==> src/hdl/eth_ipv4_udp_header_parser_unit_macros.svh <==
// Assertion macros shared by the header parser RTL.
// Included by the modules that carry assertions; depends on nothing else.
`ifndef ETH_IPV4_UDP_HEADER_PARSER_UNIT_MACROS_SVH
`define ETH_IPV4_UDP_HEADER_PARSER_UNIT_MACROS_SVH
`ifndef SYNTHESIS
`define EIUHP_ASSERT_SAME(label, clk, rst_n, ante, cons) \
	label: assert property (@(posedge clk) disable iff (!(rst_n)) (ante) |-> (cons)) \
		else $error("assertion failed");
`define EIUHP_ASSERT_NEXT(label, clk, rst_n, ante, cons) \
	label: assert property (@(posedge clk) disable iff (!(rst_n)) (ante) |=> (cons)) \
		else $error("assertion failed");
`else
`define EIUHP_ASSERT_SAME(label, clk, rst_n, ante, cons)
`define EIUHP_ASSERT_NEXT(label, clk, rst_n, ante, cons)
`endif
`endif

==> src/hdl/eiuhp_pkg.sv <==
// Package for the Ethernet/IPv4/UDP header parser: constants, status codes
// and the structures passed between the parser modules. Depends on nothing.
`timescale 1ns / 1ps
`default_nettype none
package eiuhp_pkg;

	localparam int unsigned ETH_HDR_BYTES  = 14;
	localparam int unsigned IP_MIN_BYTES   = 20;
	localparam int unsigned UDP_HDR_BYTES  = 8;
	localparam int unsigned IPV4_VERSION   = 4;
	localparam int unsigned ETHERTYPE_POS  = 12;
	localparam int unsigned PROTOCOL_POS   = ETH_HDR_BYTES + 9;
	localparam int unsigned MIN_IHL_WORDS  = IP_MIN_BYTES / 4;
	localparam int unsigned UDP_LEN_POS    = 4;

	localparam logic [15:0] ETHERTYPE_IPV4 = 16'h0800;
	localparam logic [7:0]  PROTO_UDP      = 8'd17;

	localparam int unsigned CFG_INDEX_W    = 2;
	localparam int unsigned CFG_DATA_W     = 16;
	localparam logic [CFG_INDEX_W-1:0] CFG_EXPECTED_ETHERTYPE = 2'd0;
	localparam logic [CFG_INDEX_W-1:0] CFG_EXPECTED_PROTOCOL  = 2'd1;

	typedef enum logic [3:0] {
		ST_UDP_FOUND   = 4'd0,
		ST_EMPTY       = 4'd1,
		ST_SHORT_ETH   = 4'd2,
		ST_ETHERTYPE   = 4'd3,
		ST_SHORT_IP    = 4'd4,
		ST_VERSION     = 4'd5,
		ST_PROTOCOL    = 4'd6,
		ST_IHL         = 4'd7,
		ST_OPTIONS     = 4'd8,
		ST_SHORT_UDP   = 4'd9,
		ST_UDP_LEN     = 4'd10
	} status_t;

	typedef struct packed {
		logic [15:0] ethertype;
		logic [3:0]  version;
		logic [3:0]  header_words;
		logic [7:0]  protocol;
		logic [15:0] udp_length;
	} hdr_fields_t;

	typedef struct packed {
		status_t     status;
		logic [15:0] payload_length;
		logic [6:0]  payload_offset;
	} verdict_t;

endpackage
`default_nettype wire

==> src/hdl/eiuhp_verdict.sv <==
// Verdict logic of the header parser: applies the checks in order to the
// captured header fields and the frame length. Depends on eiuhp_pkg.
`timescale 1ns / 1ps
`default_nettype none
module eiuhp_verdict (
	input  wire eiuhp_pkg::hdr_fields_t fields,
	input  wire logic [16:0]            frame_len,
	input  wire logic [15:0]            expected_ethertype,
	input  wire logic [7:0]             expected_protocol,
	output eiuhp_pkg::verdict_t         verdict
);

	logic [5:0]  ip_bytes;
	logic [16:0] ip_end;
	logic [16:0] udp_end;

	assign ip_bytes = {fields.header_words, 2'b00};
	assign ip_end   = 17'(eiuhp_pkg::ETH_HDR_BYTES) + {11'd0, ip_bytes};
	assign udp_end  = ip_end + 17'(eiuhp_pkg::UDP_HDR_BYTES);

	always_comb begin
		verdict.status         = eiuhp_pkg::ST_UDP_FOUND;
		verdict.payload_length = 16'd0;
		verdict.payload_offset = 7'd0;
		if (frame_len < 17'(eiuhp_pkg::ETH_HDR_BYTES)) begin
			verdict.status = eiuhp_pkg::ST_SHORT_ETH;
		end else if (fields.ethertype != expected_ethertype) begin
			verdict.status = eiuhp_pkg::ST_ETHERTYPE;
		end else if (frame_len < 17'(eiuhp_pkg::ETH_HDR_BYTES + eiuhp_pkg::IP_MIN_BYTES)) begin
			verdict.status = eiuhp_pkg::ST_SHORT_IP;
		end else if (fields.version != 4'(eiuhp_pkg::IPV4_VERSION)) begin
			verdict.status = eiuhp_pkg::ST_VERSION;
		end else if (fields.protocol != expected_protocol) begin
			verdict.status = eiuhp_pkg::ST_PROTOCOL;
		end else if (ip_bytes < 6'(eiuhp_pkg::IP_MIN_BYTES)) begin
			verdict.status = eiuhp_pkg::ST_IHL;
		end else if (ip_end > frame_len) begin
			verdict.status = eiuhp_pkg::ST_OPTIONS;
		end else if (udp_end > frame_len) begin
			verdict.status = eiuhp_pkg::ST_SHORT_UDP;
		end else if (fields.udp_length < 16'(eiuhp_pkg::UDP_HDR_BYTES)) begin
			verdict.status = eiuhp_pkg::ST_UDP_LEN;
		end else begin
			verdict.payload_length = fields.udp_length - 16'(eiuhp_pkg::UDP_HDR_BYTES);
			verdict.payload_offset = 7'(eiuhp_pkg::ETH_HDR_BYTES + eiuhp_pkg::UDP_HDR_BYTES)
				+ {1'b0, ip_bytes};
		end
	end

endmodule
`default_nettype wire

==> src/hdl/eth_ipv4_udp_header_parser_unit.sv <==
// This parser takes one frame byte per cycle, back to back, and places a
// single verdict for each frame in the result register once its last byte,
// held in the input register, can advance: the verdict is registered from
// that byte while the result register is free. The input stalls only while
// a last byte sits in the input register and the result register still holds
// a stalled verdict; all other bytes pass without wait.
// Configuration registers should be written only while no frame is in flight.
// Top level; depends on eiuhp_pkg, eiuhp_verdict and the macro header.
`timescale 1ns / 1ps
`default_nettype none
`include "eth_ipv4_udp_header_parser_unit_macros.svh"
module eth_ipv4_udp_header_parser_unit (
	input  wire logic                                clk,
	input  wire logic                                arst_n,
	input  wire logic                                in_valid,
	output logic                                     in_stall,
	input  wire logic [7:0]                          data_byte,
	input  wire logic                                last_byte,
	output logic                                     out_valid,
	input  wire logic                                out_stall,
	output logic [3:0]                               status,
	output logic [15:0]                              payload_length,
	output logic [6:0]                               payload_offset,
	input  wire logic                                cfg_write_en,
	input  wire logic [eiuhp_pkg::CFG_INDEX_W-1:0]   cfg_index,
	input  wire logic [eiuhp_pkg::CFG_DATA_W-1:0]    cfg_data
);

	logic [15:0] expected_ethertype_q;
	logic [7:0]  expected_protocol_q;

	logic        valid_s1;
	logic [7:0]  byte_s1;
	logic        last_s1;
	logic        adv_s1;
	logic        out_free;

	logic [15:0]            byte_count_q;
	eiuhp_pkg::hdr_fields_t fields_q;
	eiuhp_pkg::hdr_fields_t fields_n;
	logic [6:0]             udp_start;
	logic [15:0]            udp_len_pos;
	logic [16:0]            frame_len;
	eiuhp_pkg::verdict_t    verdict;

	logic                   out_valid_q;
	eiuhp_pkg::verdict_t    out_q;

	always_ff @(posedge clk or negedge arst_n) begin
		if (!arst_n) begin
			expected_ethertype_q <= eiuhp_pkg::ETHERTYPE_IPV4;
			expected_protocol_q  <= eiuhp_pkg::PROTO_UDP;
		end else if (cfg_write_en) begin
			case (cfg_index)
				eiuhp_pkg::CFG_EXPECTED_ETHERTYPE: expected_ethertype_q <= cfg_data[15:0];
				eiuhp_pkg::CFG_EXPECTED_PROTOCOL:  expected_protocol_q  <= cfg_data[7:0];
				default: ;
			endcase
		end
	end

	assign out_free = !out_valid_q || !out_stall;
	assign adv_s1   = valid_s1 && (!last_s1 || out_free);
	assign in_stall = valid_s1 && !adv_s1;

	always_ff @(posedge clk or negedge arst_n) begin
		if (!arst_n) begin
			valid_s1 <= 1'b0;
		end else if (!in_stall) begin
			valid_s1 <= in_valid;
		end
	end

	always_ff @(posedge clk) begin
		if (in_valid && !in_stall) begin
			byte_s1 <= data_byte;
			last_s1 <= last_byte;
		end
	end

	assign udp_start   = 7'(eiuhp_pkg::ETH_HDR_BYTES) + {1'b0, fields_q.header_words, 2'b00};
	assign udp_len_pos = {9'd0, udp_start} + 16'(eiuhp_pkg::UDP_LEN_POS);
	assign frame_len   = {1'b0, byte_count_q} + 17'd1;

	always_comb begin
		fields_n = fields_q;
		if (byte_count_q == 16'(eiuhp_pkg::ETHERTYPE_POS)) begin
			fields_n.ethertype[15:8] = byte_s1;
		end else if (byte_count_q == 16'(eiuhp_pkg::ETHERTYPE_POS + 1)) begin
			fields_n.ethertype[7:0] = byte_s1;
		end else if (byte_count_q == 16'(eiuhp_pkg::ETH_HDR_BYTES)) begin
			fields_n.version      = byte_s1[7:4];
			fields_n.header_words = byte_s1[3:0];
		end else if (byte_count_q == 16'(eiuhp_pkg::PROTOCOL_POS)) begin
			fields_n.protocol = byte_s1;
		end
		if (fields_q.header_words >= 4'(eiuhp_pkg::MIN_IHL_WORDS)
				&& byte_count_q > 16'(eiuhp_pkg::ETH_HDR_BYTES)) begin
			if (byte_count_q == udp_len_pos) begin
				fields_n.udp_length[15:8] = byte_s1;
			end else if (byte_count_q == udp_len_pos + 16'd1) begin
				fields_n.udp_length[7:0] = byte_s1;
			end
		end
	end

	eiuhp_verdict u_verdict (
		.fields             (fields_n),
		.frame_len          (frame_len),
		.expected_ethertype (expected_ethertype_q),
		.expected_protocol  (expected_protocol_q),
		.verdict            (verdict)
	);

	always_ff @(posedge clk or negedge arst_n) begin
		if (!arst_n) begin
			byte_count_q <= 16'd0;
			fields_q     <= '0;
		end else if (adv_s1) begin
			if (last_s1) begin
				byte_count_q <= 16'd0;
				fields_q     <= '0;
			end else begin
				fields_q <= fields_n;
				if (byte_count_q != 16'hFFFF) begin
					byte_count_q <= byte_count_q + 16'd1;
				end
			end
		end
	end

	always_ff @(posedge clk or negedge arst_n) begin
		if (!arst_n) begin
			out_valid_q <= 1'b0;
		end else if (out_free) begin
			out_valid_q <= adv_s1 && last_s1;
		end
	end

	always_ff @(posedge clk) begin
		if (out_free && adv_s1 && last_s1) begin
			out_q <= verdict;
		end
	end

	assign out_valid      = out_valid_q;
	assign status         = out_q.status;
	assign payload_length = out_q.payload_length;
	assign payload_offset = out_q.payload_offset;

	`EIUHP_ASSERT_SAME(a_fail_zero, clk, arst_n,
		out_valid_q && out_q.status != eiuhp_pkg::ST_UDP_FOUND,
		out_q.payload_length == 16'd0 && out_q.payload_offset == 7'd0)
	`EIUHP_ASSERT_SAME(a_found_offset, clk, arst_n,
		out_valid_q && out_q.status == eiuhp_pkg::ST_UDP_FOUND,
		out_q.payload_offset >= 7'(eiuhp_pkg::ETH_HDR_BYTES + eiuhp_pkg::IP_MIN_BYTES
			+ eiuhp_pkg::UDP_HDR_BYTES))
	`EIUHP_ASSERT_SAME(a_never_empty, clk, arst_n,
		out_valid_q, out_q.status != eiuhp_pkg::ST_EMPTY)
	`EIUHP_ASSERT_NEXT(a_clear_after_last, clk, arst_n,
		adv_s1 && last_s1, byte_count_q == 16'd0 && fields_q == '0)
	`EIUHP_ASSERT_SAME(a_mid_frame_flows, clk, arst_n,
		valid_s1 && !last_s1, !in_stall)

endmodule
`default_nettype wire

==> config.mk <==
export PLATFORM = sky130hd
export DESIGN_NAME = eth_ipv4_udp_header_parser_unit
export DESIGN_NICKNAME = d
export VERILOG_FILES = /design/src/hdl/eiuhp_pkg.sv /design/src/hdl/eiuhp_verdict.sv /design/src/hdl/eth_ipv4_udp_header_parser_unit.sv
export VERILOG_INCLUDE_DIRS = /design/src /design/src/hdl
export SDC_FILE = /design/constraint.sdc
export NUM_CORES = 1
export LEC_CHECK = 0
export BUFFER_PORTS_ARGS = -buffer_cell sky130_fd_sc_hd__buf_4
export CELL_PAD_IN_SITES_DETAIL_PLACEMENT = 1
export CELL_PAD_IN_SITES_GLOBAL_PLACEMENT = 2
export CORE_MARGIN = 2
export CORE_UTILIZATION = 36
export CTS_BUF_LIST = sky130_fd_sc_hd__clkbuf_2
export CTS_CLUSTER_SIZE = 8
export DETAILED_ROUTE_END_ITERATION = 16
export HOLD_SLACK_MARGIN = 0.15
export PLACE_DENSITY = 0.82
export SLEW_MARGIN = 5
export SYNTH_ARGS = -nofsm -noshare
export SYNTH_HDL_FRONTEND = slang
export SYNTH_SLANG_ARGS = --single-unit
==> constraint.sdc <==
create_clock -name clk -period 4.9 [get_ports clk]
set_input_delay 1.225 -clock clk [delete_from_list [all_inputs] [get_ports clk]]
set_output_delay 1.225 -clock clk [all_outputs]
set_load 0.05 [all_outputs]
==> impl_metrics.toml, run 1 <==
[grt]
met3_usage = 0.03365
grt_most_used_layer = "met2"
grt_first_pass_wirelength_mm = 34.87
pin_count_of_the_biggest_net_entering_global_routing = 64
grt_usage = 0.2071
first_global_vias = 6326
groute.layer.met1.usage = 0.2753
gr-usage-met2 = 0.3491
grt_overflow_total = 0
grt_antenna_before_repair = 1

[cells_and_area]
final_nets = 855
flow.area_growth_from_synthesis_pct = 19.97
final_layout_size_suffix_gt1_frac = 0.2586
fin_util = 0.4416
finish.cell_count_without_fillers = 1082
final_standard_cell_area_without_fillers_um2 = 8622

[timing]
timing_worst_slew_pin_value_ps = 1180
hold_ws_ps = 532.0
maxSlewViolCount = 0
setup_repair_after_global_routing_missed_its_margin = "yes"
fmax_ghz = 0.2126
timing.final.crit_period_ps = 4704
fin_worst_skew_ps = 35.04
timing.final.hold_violations = 0
setup_viol = 0
final_worst_path_cycle_share = 0.9600
slew-limit-headroom = 0.2081

[cts]
cts_root_buffer = "clkbuf_2"
number_of_buffers_inserted_during_clock_tree_synthesis = 17
clock_slew_at_the_register_clock_pins_of_the_worst_setup_and_hold_paths_ps = 200
clock_sinks = 125
cts_tree = "yes"
clk-insertion-delay-late_ps = 730
cts_buffer_depth = 2
number_of_hold_repair_buffers_added_at_the_cts_stage = 0
clock_tree.htree_level_count = 4

[run]
max_cap_viol_count = 0

[synth]
synth-seq-area-share = 0.4601
syn_inst = 722
synthDominantAreaCellType = "dfrtp_1"
ys_warn_count = 0
synth.cell_area_um2 = 7187
synth_async_sr_flop_share = 0.7200
synth.avg_cell_area_um2 = 9.954
synth_cell_type_count = 64
post_synth_edffs = 35
synthesis.nets = 774
synth.top_cells.by_area = "dfrtp_1, edfxtp_1, xor2_1, mux2_2, a22o_1"
ys_dominant_reg_cell = "dfrtp_1"
register_bit_count_reported_by_yosys = 125
synth_top_cell_area_share = 0.3029

[placement]
place.port_buffers = 59
dp.final_hpwl_mm = 15.62
dpl_cell_area_um2 = 8098
place.gp.congestion = 0.8314
dp.cells = 1039

[critical_path]
cp_cell_sequence = "or4_4 > or4_4 > nor4_4 > buf_6 > mux2i_4 > ha_4 > xor2_2 > ha_2 > xor2_1 > ha_1 > a21o_1 > a21o_1 > a21oi_2 > o21a_1 > nor3_2 > o21ai_2 > nand2_4 > buf_6 > nor3_2"
cp.arrival_ps = 5280
slowest_stage_cell_on_the_critical_path = "or4_4"
critical_path.max_fanout = 8
worst_setup_path_end_kind = "register"
timing.setup.critical_path_class = "register to register"
worst_path_largest_cell_delay_ps = 560
crit_path_start_kind = "register"
ff2ff_setup_slack_ps = 200
worst_ep_required_time_ps = 5480

[floorplan]
floorplan.initialDensity = 0.3681
std_cell_rows = 51
die_height_um = 145.3
io_pins = 61
design.core.area_um2 = 19530
dieWidth_um = 145.3
fp.dieArea_um2 = 21110

[pwr]
power_switching_share = 0.3196
power.net_switching_mw = 0.7420
p_seq_frac = 0.519
p_per_area_nw_per_um2 = 269.2
power_leakage_nw = 3.727
ir_drop_v = 0.0001758
power.internal_mw = 1.579
combinationalPowerShare = 0.163
share_clk_of_total_power = 0.318

[routing]
ant_nets = 0
drtPass1Iterations = 5
num_vias = 5957
vias_per_cell = 5.506
post_drt_wl_per_cell_um = 19.81
drt_first_iter_violations = 353
totalWireLength_mm = 21.43
drt_drc = 0

[worst_hold_path]
holdCritPathClass = "register to register"

[outcome]
status = "finished clean"
==> state kept, by name, indices dropped and copies added, names as in the netlist <==
register	count
payload_offset	6
valid_s1	1
status	4
byte_count_q	16
expected_protocol_q	8
fields_q	48
payload_length	16
last_s1	1
byte_s1	8
expected_ethertype_q	16
out_valid	1
==> cells in the mapped netlist (all sizes together), types with 4 or more instances <==
| library cell | count |
|---|---|
| dfrtp | 87 |
| nand2 | 58 |
| o21ai | 48 |
| nor2 | 42 |
| nor3 | 42 |
| xor2 | 39 |
| edfxtp | 35 |
| a21oi | 33 |
| clkbuf | 33 |
| a22o | 32 |
| mux2 | 25 |
| inv | 24 |
| xnor2 | 23 |
| nor4 | 21 |
| ha | 20 |
| mux2i | 19 |
| nand3 | 18 |
| nand4 | 16 |
| buf | 13 |
| and2 | 9 |
| and3 | 9 |
| a21o | 7 |
| nand2b | 6 |
| or4 | 6 |
| nor3b | 4 |
| o21a | 4 |
| o22ai | 4 |
==> what timing repair did <==
action / in CTS / in global routing
setup buffers: 5 / 4
gates resized for setup: 5 / 28
gates cloned: 0 / 1
pin swaps: 3 / 14
endpoints found under the setup margin: 17 / 24
==> power by group through the flow <==
stage	Clock, mW	Combinational (mW)	Sequential [mW]
after floorplan	0	0.219	1.23
after global placement	0	0.365	1.22
after detailed placement	0	0.374	1.23
after CTS	0.757	0.377	1.21
after global routing	0.802	0.415	1.21
final	0.739	0.378	1.20
==> kinds of logic (layout without fill, tap and decap cells) <==
group / count (synthesis) / count (layout) / share of synthesized area
multiplexers: 44 / 44 / 0.06563
other: 1 / 2 / 0.0005218
buffers and inverters: 70 / 164 / 0.03987
XOR/XNOR: 62 / 62 / 0.07556
AO/OA/AOI/OAI: 155 / 155 / 0.1442
AND/OR/NAND/NOR: 245 / 245 / 0.1793
adder cells (fa/ha/maj): 20 / 20 / 0.03482
flip-flops: 125 / 125 / 0.4601
==> per-layer routing <==
| metal | vias to the layer above | share of wire | wire, µm |
|---|---|---|---|
| met5 | - | 0 | 0 |
| met4 | 0 | 0.018 | 376 |
| met3 | 30 | 0.038 | 818 |
| met2 | 148 | 0.49 | 10450 |
| met1 | 2989 | 0.46 | 9788 |
| li1 | 2790 | - | - |
==> final cells by class <==
type	count	area, µm²
multi-input cells	527	3789
diodes	1	2.502
well taps	265	331.6
clock buffers	17	85.08
clock inverters	15	183.9
fillers	2245	10900
flip-flops and latches	125	3307
inverters	24	90.09
repair buffers	108	833.3
==> critical path: cells and delay by family, from the launching register on <==
kind / cells / cell delay, ps
flops: 1 / 420
fa+ha+maj: 3 / 670
xor+xnor: 2 / 320
buf+inv: 2 / 350
mux: 1 / 290
compound gates: 5 / 850
simple gates: 6 / 1660
==> placed cells by master, fill, tap and decap left out, types with 15 or more instances in the layout <==
master	Yosys	routed
mux2i_1	19	16
nor4_1	20	20
nand4_1	15	15
a22o_1	32	32
nand3_1	18	18
buf_4	1	102
dfrtp_1	87	87
edfxtp_1	35	35
nor3_2	0	15
ha_1	20	18
mux2_2	25	25
nor3_1	42	27
a21oi_1	33	32
o21ai_0	45	44
nor2_1	42	42
nand2_1	58	57
xor2_1	39	38
xnor2_1	23	22
inv_1	24	24
clkbuf_2	0	17
==> through the flow <==
step	setup TNS [ps]	worst slack [ps]	power, mW
floorplan	-0.9157	-0.9157	1.453
CTS	0	12.39	2.340
finish	0	195.8	2.321
global placement	0	147.4	1.588
global route	-1118	-95.85	2.432
detailed placement	-1341	-137.7	1.600
==> worst paths after layout <==
| path | from | end | cells after the start |
|---|---|---|---|
| setup / recovery | byte_count_q[12]$_DFFE_PN0P_ | payload_length[10]$_SDFFCE_PP0P_ | 19 |
| hold / removal | fields_q[2]$_DFFE_PN0P_ | fields_q[2]$_DFFE_PN0P_ | 1 |
| setup reg to reg | byte_count_q[12]$_DFFE_PN0P_ | payload_length[10]$_SDFFCE_PP0P_ | 19 |
| hold reg to reg | fields_q[2]$_DFFE_PN0P_ | fields_q[2]$_DFFE_PN0P_ | 1 |
| max in group asynchronous | arst_n | expected_protocol_q[4]$_DFFE_PN1P_ | 2 |
| min in group asynchronous | arst_n | fields_q[29]$_DFFE_PN0P_ | 1 |
(Power assumes the default switching activity.)
==> run 2, diff against run 1 <==
RECOVER_POWER = 25   (was not set)
==> run 2 against run 1 <==
The run now ends with max-capacitance violations, max-slew violations left. Critical path type unchanged. Non-clock buffer count is the same. Critical endpoint unchanged. Clock skew is essentially flat. Largest power group unchanged. Sequential share of layout area is essentially flat. Total power is essentially flat. Flip-flop and latch count is the same. Setup slack gained 2.1 ps. Global-route usage is the same.
==> impl_metrics.toml, run 2 (same netlist as run 1, synthesis figures left out) <==
[pwr]
power.internal_mw = 1.579
ir_drop_v = 0.0001744
p_seq_frac = 0.519
power_leakage_nw = 3.722
p_per_area_nw_per_um2 = 269.3
combinationalPowerShare = 0.163
power.net_switching_mw = 0.7420
finalPower_mw = 2.321
share_clk_of_total_power = 0.318
power_switching_share = 0.3197

[cells_and_area]
final_nets = 855
largest_reg_flops = 48
most_common_cell_after_layout_fill_and_taps_aside = "buf_4"
nFillCells = 2247
fin_util = 0.4414
layout_common_cells = "buf_4, dfrtp_1, nand2_1, o21ai_0, nor2_1"
multi_input_area_um2 = 3789
final_layout_size_suffix_gt1_frac = 0.2574
max_flop_register = "fields_q"
flow.area_growth_from_synthesis_pct = 19.92
sequential_cell_area_um2 = 3307

[critical_path]
slowest_stage_cell_on_the_critical_path = "or4_4"
crit_path_start_kind = "register"
worst_setup_path_end_kind = "register"
cpLargestDelayFamily = "simple AND/OR/NAND/NOR gates"
r2r-start = "byte_count_q[12]$_DFFE_PN0P_"
cp.arrival_ps = 5280
ff2ff_setup_slack_ps = 200
cp_cell_sequence = "or4_4 > or4_4 > nor4_4 > buf_6 > mux2i_4 > ha_4 > xor2_2 > ha_2 > xor2_1 > ha_1 > a21o_1 > a21o_1 > a21oi_2 > o21a_1 > nor3_2 > o21ai_2 > nand2_4 > buf_6 > nor3_2"
worst_path_largest_cell_delay_ps = 560
cp.buffers_inverters = 2
timing.setup.critical_path_class = "register to register"
startpoint = "byte_count_q[12]$_DFFE_PN0P_"
worst_ep_required_time_ps = 5470
critical_path.max_fanout = 8

[timing]
fin_worst_skew_ps = 35.31
setup_viol = 0
worst_slack_ps = 197.9
setup_repair_after_global_routing_missed_its_margin = "yes"
totalNegativeSetupSlack_ps = 0
slew-limit-headroom = -1.329
timing.final.crit_period_ps = 4702
hold_ws_ps = 530.0
final_worst_path_cycle_share = 0.9596
timing.final.hold_violations = 0
maxSlewViolCount = 64
timing_worst_slew_pin_value_ps = 3493
fmax_ghz = 0.2127

[cts]
number_of_hold_repair_buffers_added_at_the_cts_stage = 0
number_of_buffers_inserted_during_clock_tree_synthesis = 17
clk-insertion-delay-late_ps = 730
cts_root_buffer = "clkbuf_2"
clock_slew_at_the_register_clock_pins_of_the_worst_setup_and_hold_paths_ps = 200
cts_tree = "yes"
clock_tree.htree_level_count = 4
cts_buffer_depth = 2
clock_sinks = 125

[floorplan]
std_cell_rows = 51
io_pins = 61
fp.dieArea_um2 = 21110
die_height_um = 145.3
dieWidth_um = 145.3
design.core.area_um2 = 19530
floorplan.initialDensity = 0.3681

[placement]
dpl_worst_slack_ps = -137.7
dp.final_hpwl_mm = 15.62
place.port_buffers = 59
place.gp.congestion = 0.8314

[routing]
drt_drc = 0
post_drt_wl_per_cell_um = 19.81
totalWireLength_mm = 21.44
drtPass1Iterations = 5
vias_per_cell = 5.505
drt_first_iter_violations = 351
ant_nets = 0
num_vias = 5956

[outcome]
failed_checks = "max-capacitance violations, max-slew violations"
status = "finished, violations left"

[grt]
grt_antenna_before_repair = 1
grt_usage = 0.2071
first_global_vias = 6326
pin_count_of_the_biggest_net_entering_global_routing = 64
grt_first_pass_wirelength_mm = 34.87
grt_overflow_total = 0

[worst_hold_path]
holdCritPathClass = "register to register"
worst_hold_startpoint = "fields_q[2]$_DFFE_PN0P_"

[run]
max_cap_viol_count = 1
## run 2: cell count changes in the layout (fill, tap and decap cells not counted)
cell / before / now
buf_4: 102 / 92
clkbuf_4: 0 / 9
clkbuf_1: 0 / 1
## run 2: layout make-up
type | instances | area share
sequential | 125 | 0.3837
clock buffer | 17 | 0.009872
timing repair buffer | 108 | 0.09625
clock inverter | 15 | 0.02134
tap | 265 | 0.03847
inverter | 24 | 0.01045
antenna | 1 | 0.0002904
multi-input combinational | 527 | 0.4396
## run 2: path summary, 6_finish.rpt
kind,depth (start not counted),end
worst min register to register,1,fields_q[2]$_DFFE_PN0P_
worst min-delay path,1,fields_q[2]$_DFFE_PN0P_
worst max register to register,19,payload_length[10]$_SDFFCE_PP0P_
max in group asynchronous,1,fields_q[11]$_DFFE_PN0P_
min in group asynchronous,1,fields_q[29]$_DFFE_PN0P_
worst max-delay path,19,payload_length[10]$_SDFFCE_PP0P_
## run 2: routing by layer
metal | vias up | GRT usage | wire [µm]
met1 | 3003 | 0.2753 | 9898
li1 | 2791 | - | -
met5 | - | 0 | 0
met3 | 26 | 0.03365 | 735
met4 | 0 | 0.05931 | 352
met2 | 136 | 0.3491 | 10450
## run 2: repair_timing
action | in CTS | in global routing
pin swaps | 3 | 14
endpoints found under the hold margin | 0 | 0
gates cloned | 0 | 1
resized for setup | 5 | 28
endpoints found under the setup margin | 17 | 24
setup buffers | 5 | 4
## run 2: through the flow
stage | cells | area (µm²)
global route | 1082 | 8618
finish | 1082 | 8618
global placement | 1039 | 8098
detailed placement | 1039 | 8098
CTS | 1076 | 8432
floorplan | 722 | 7241
## run 2: power groups by stage
stage / Sequential (mW) / Combinational (mW) / Clock (mW)
after floorplan: 1.23 / 0.219 / 0
after global placement: 1.22 / 0.365 / 0
after detailed placement: 1.23 / 0.374 / 0
after CTS: 1.21 / 0.377 / 0.757
after global routing: 1.22 / 0.415 / 0.802
final: 1.20 / 0.378 / 0.738
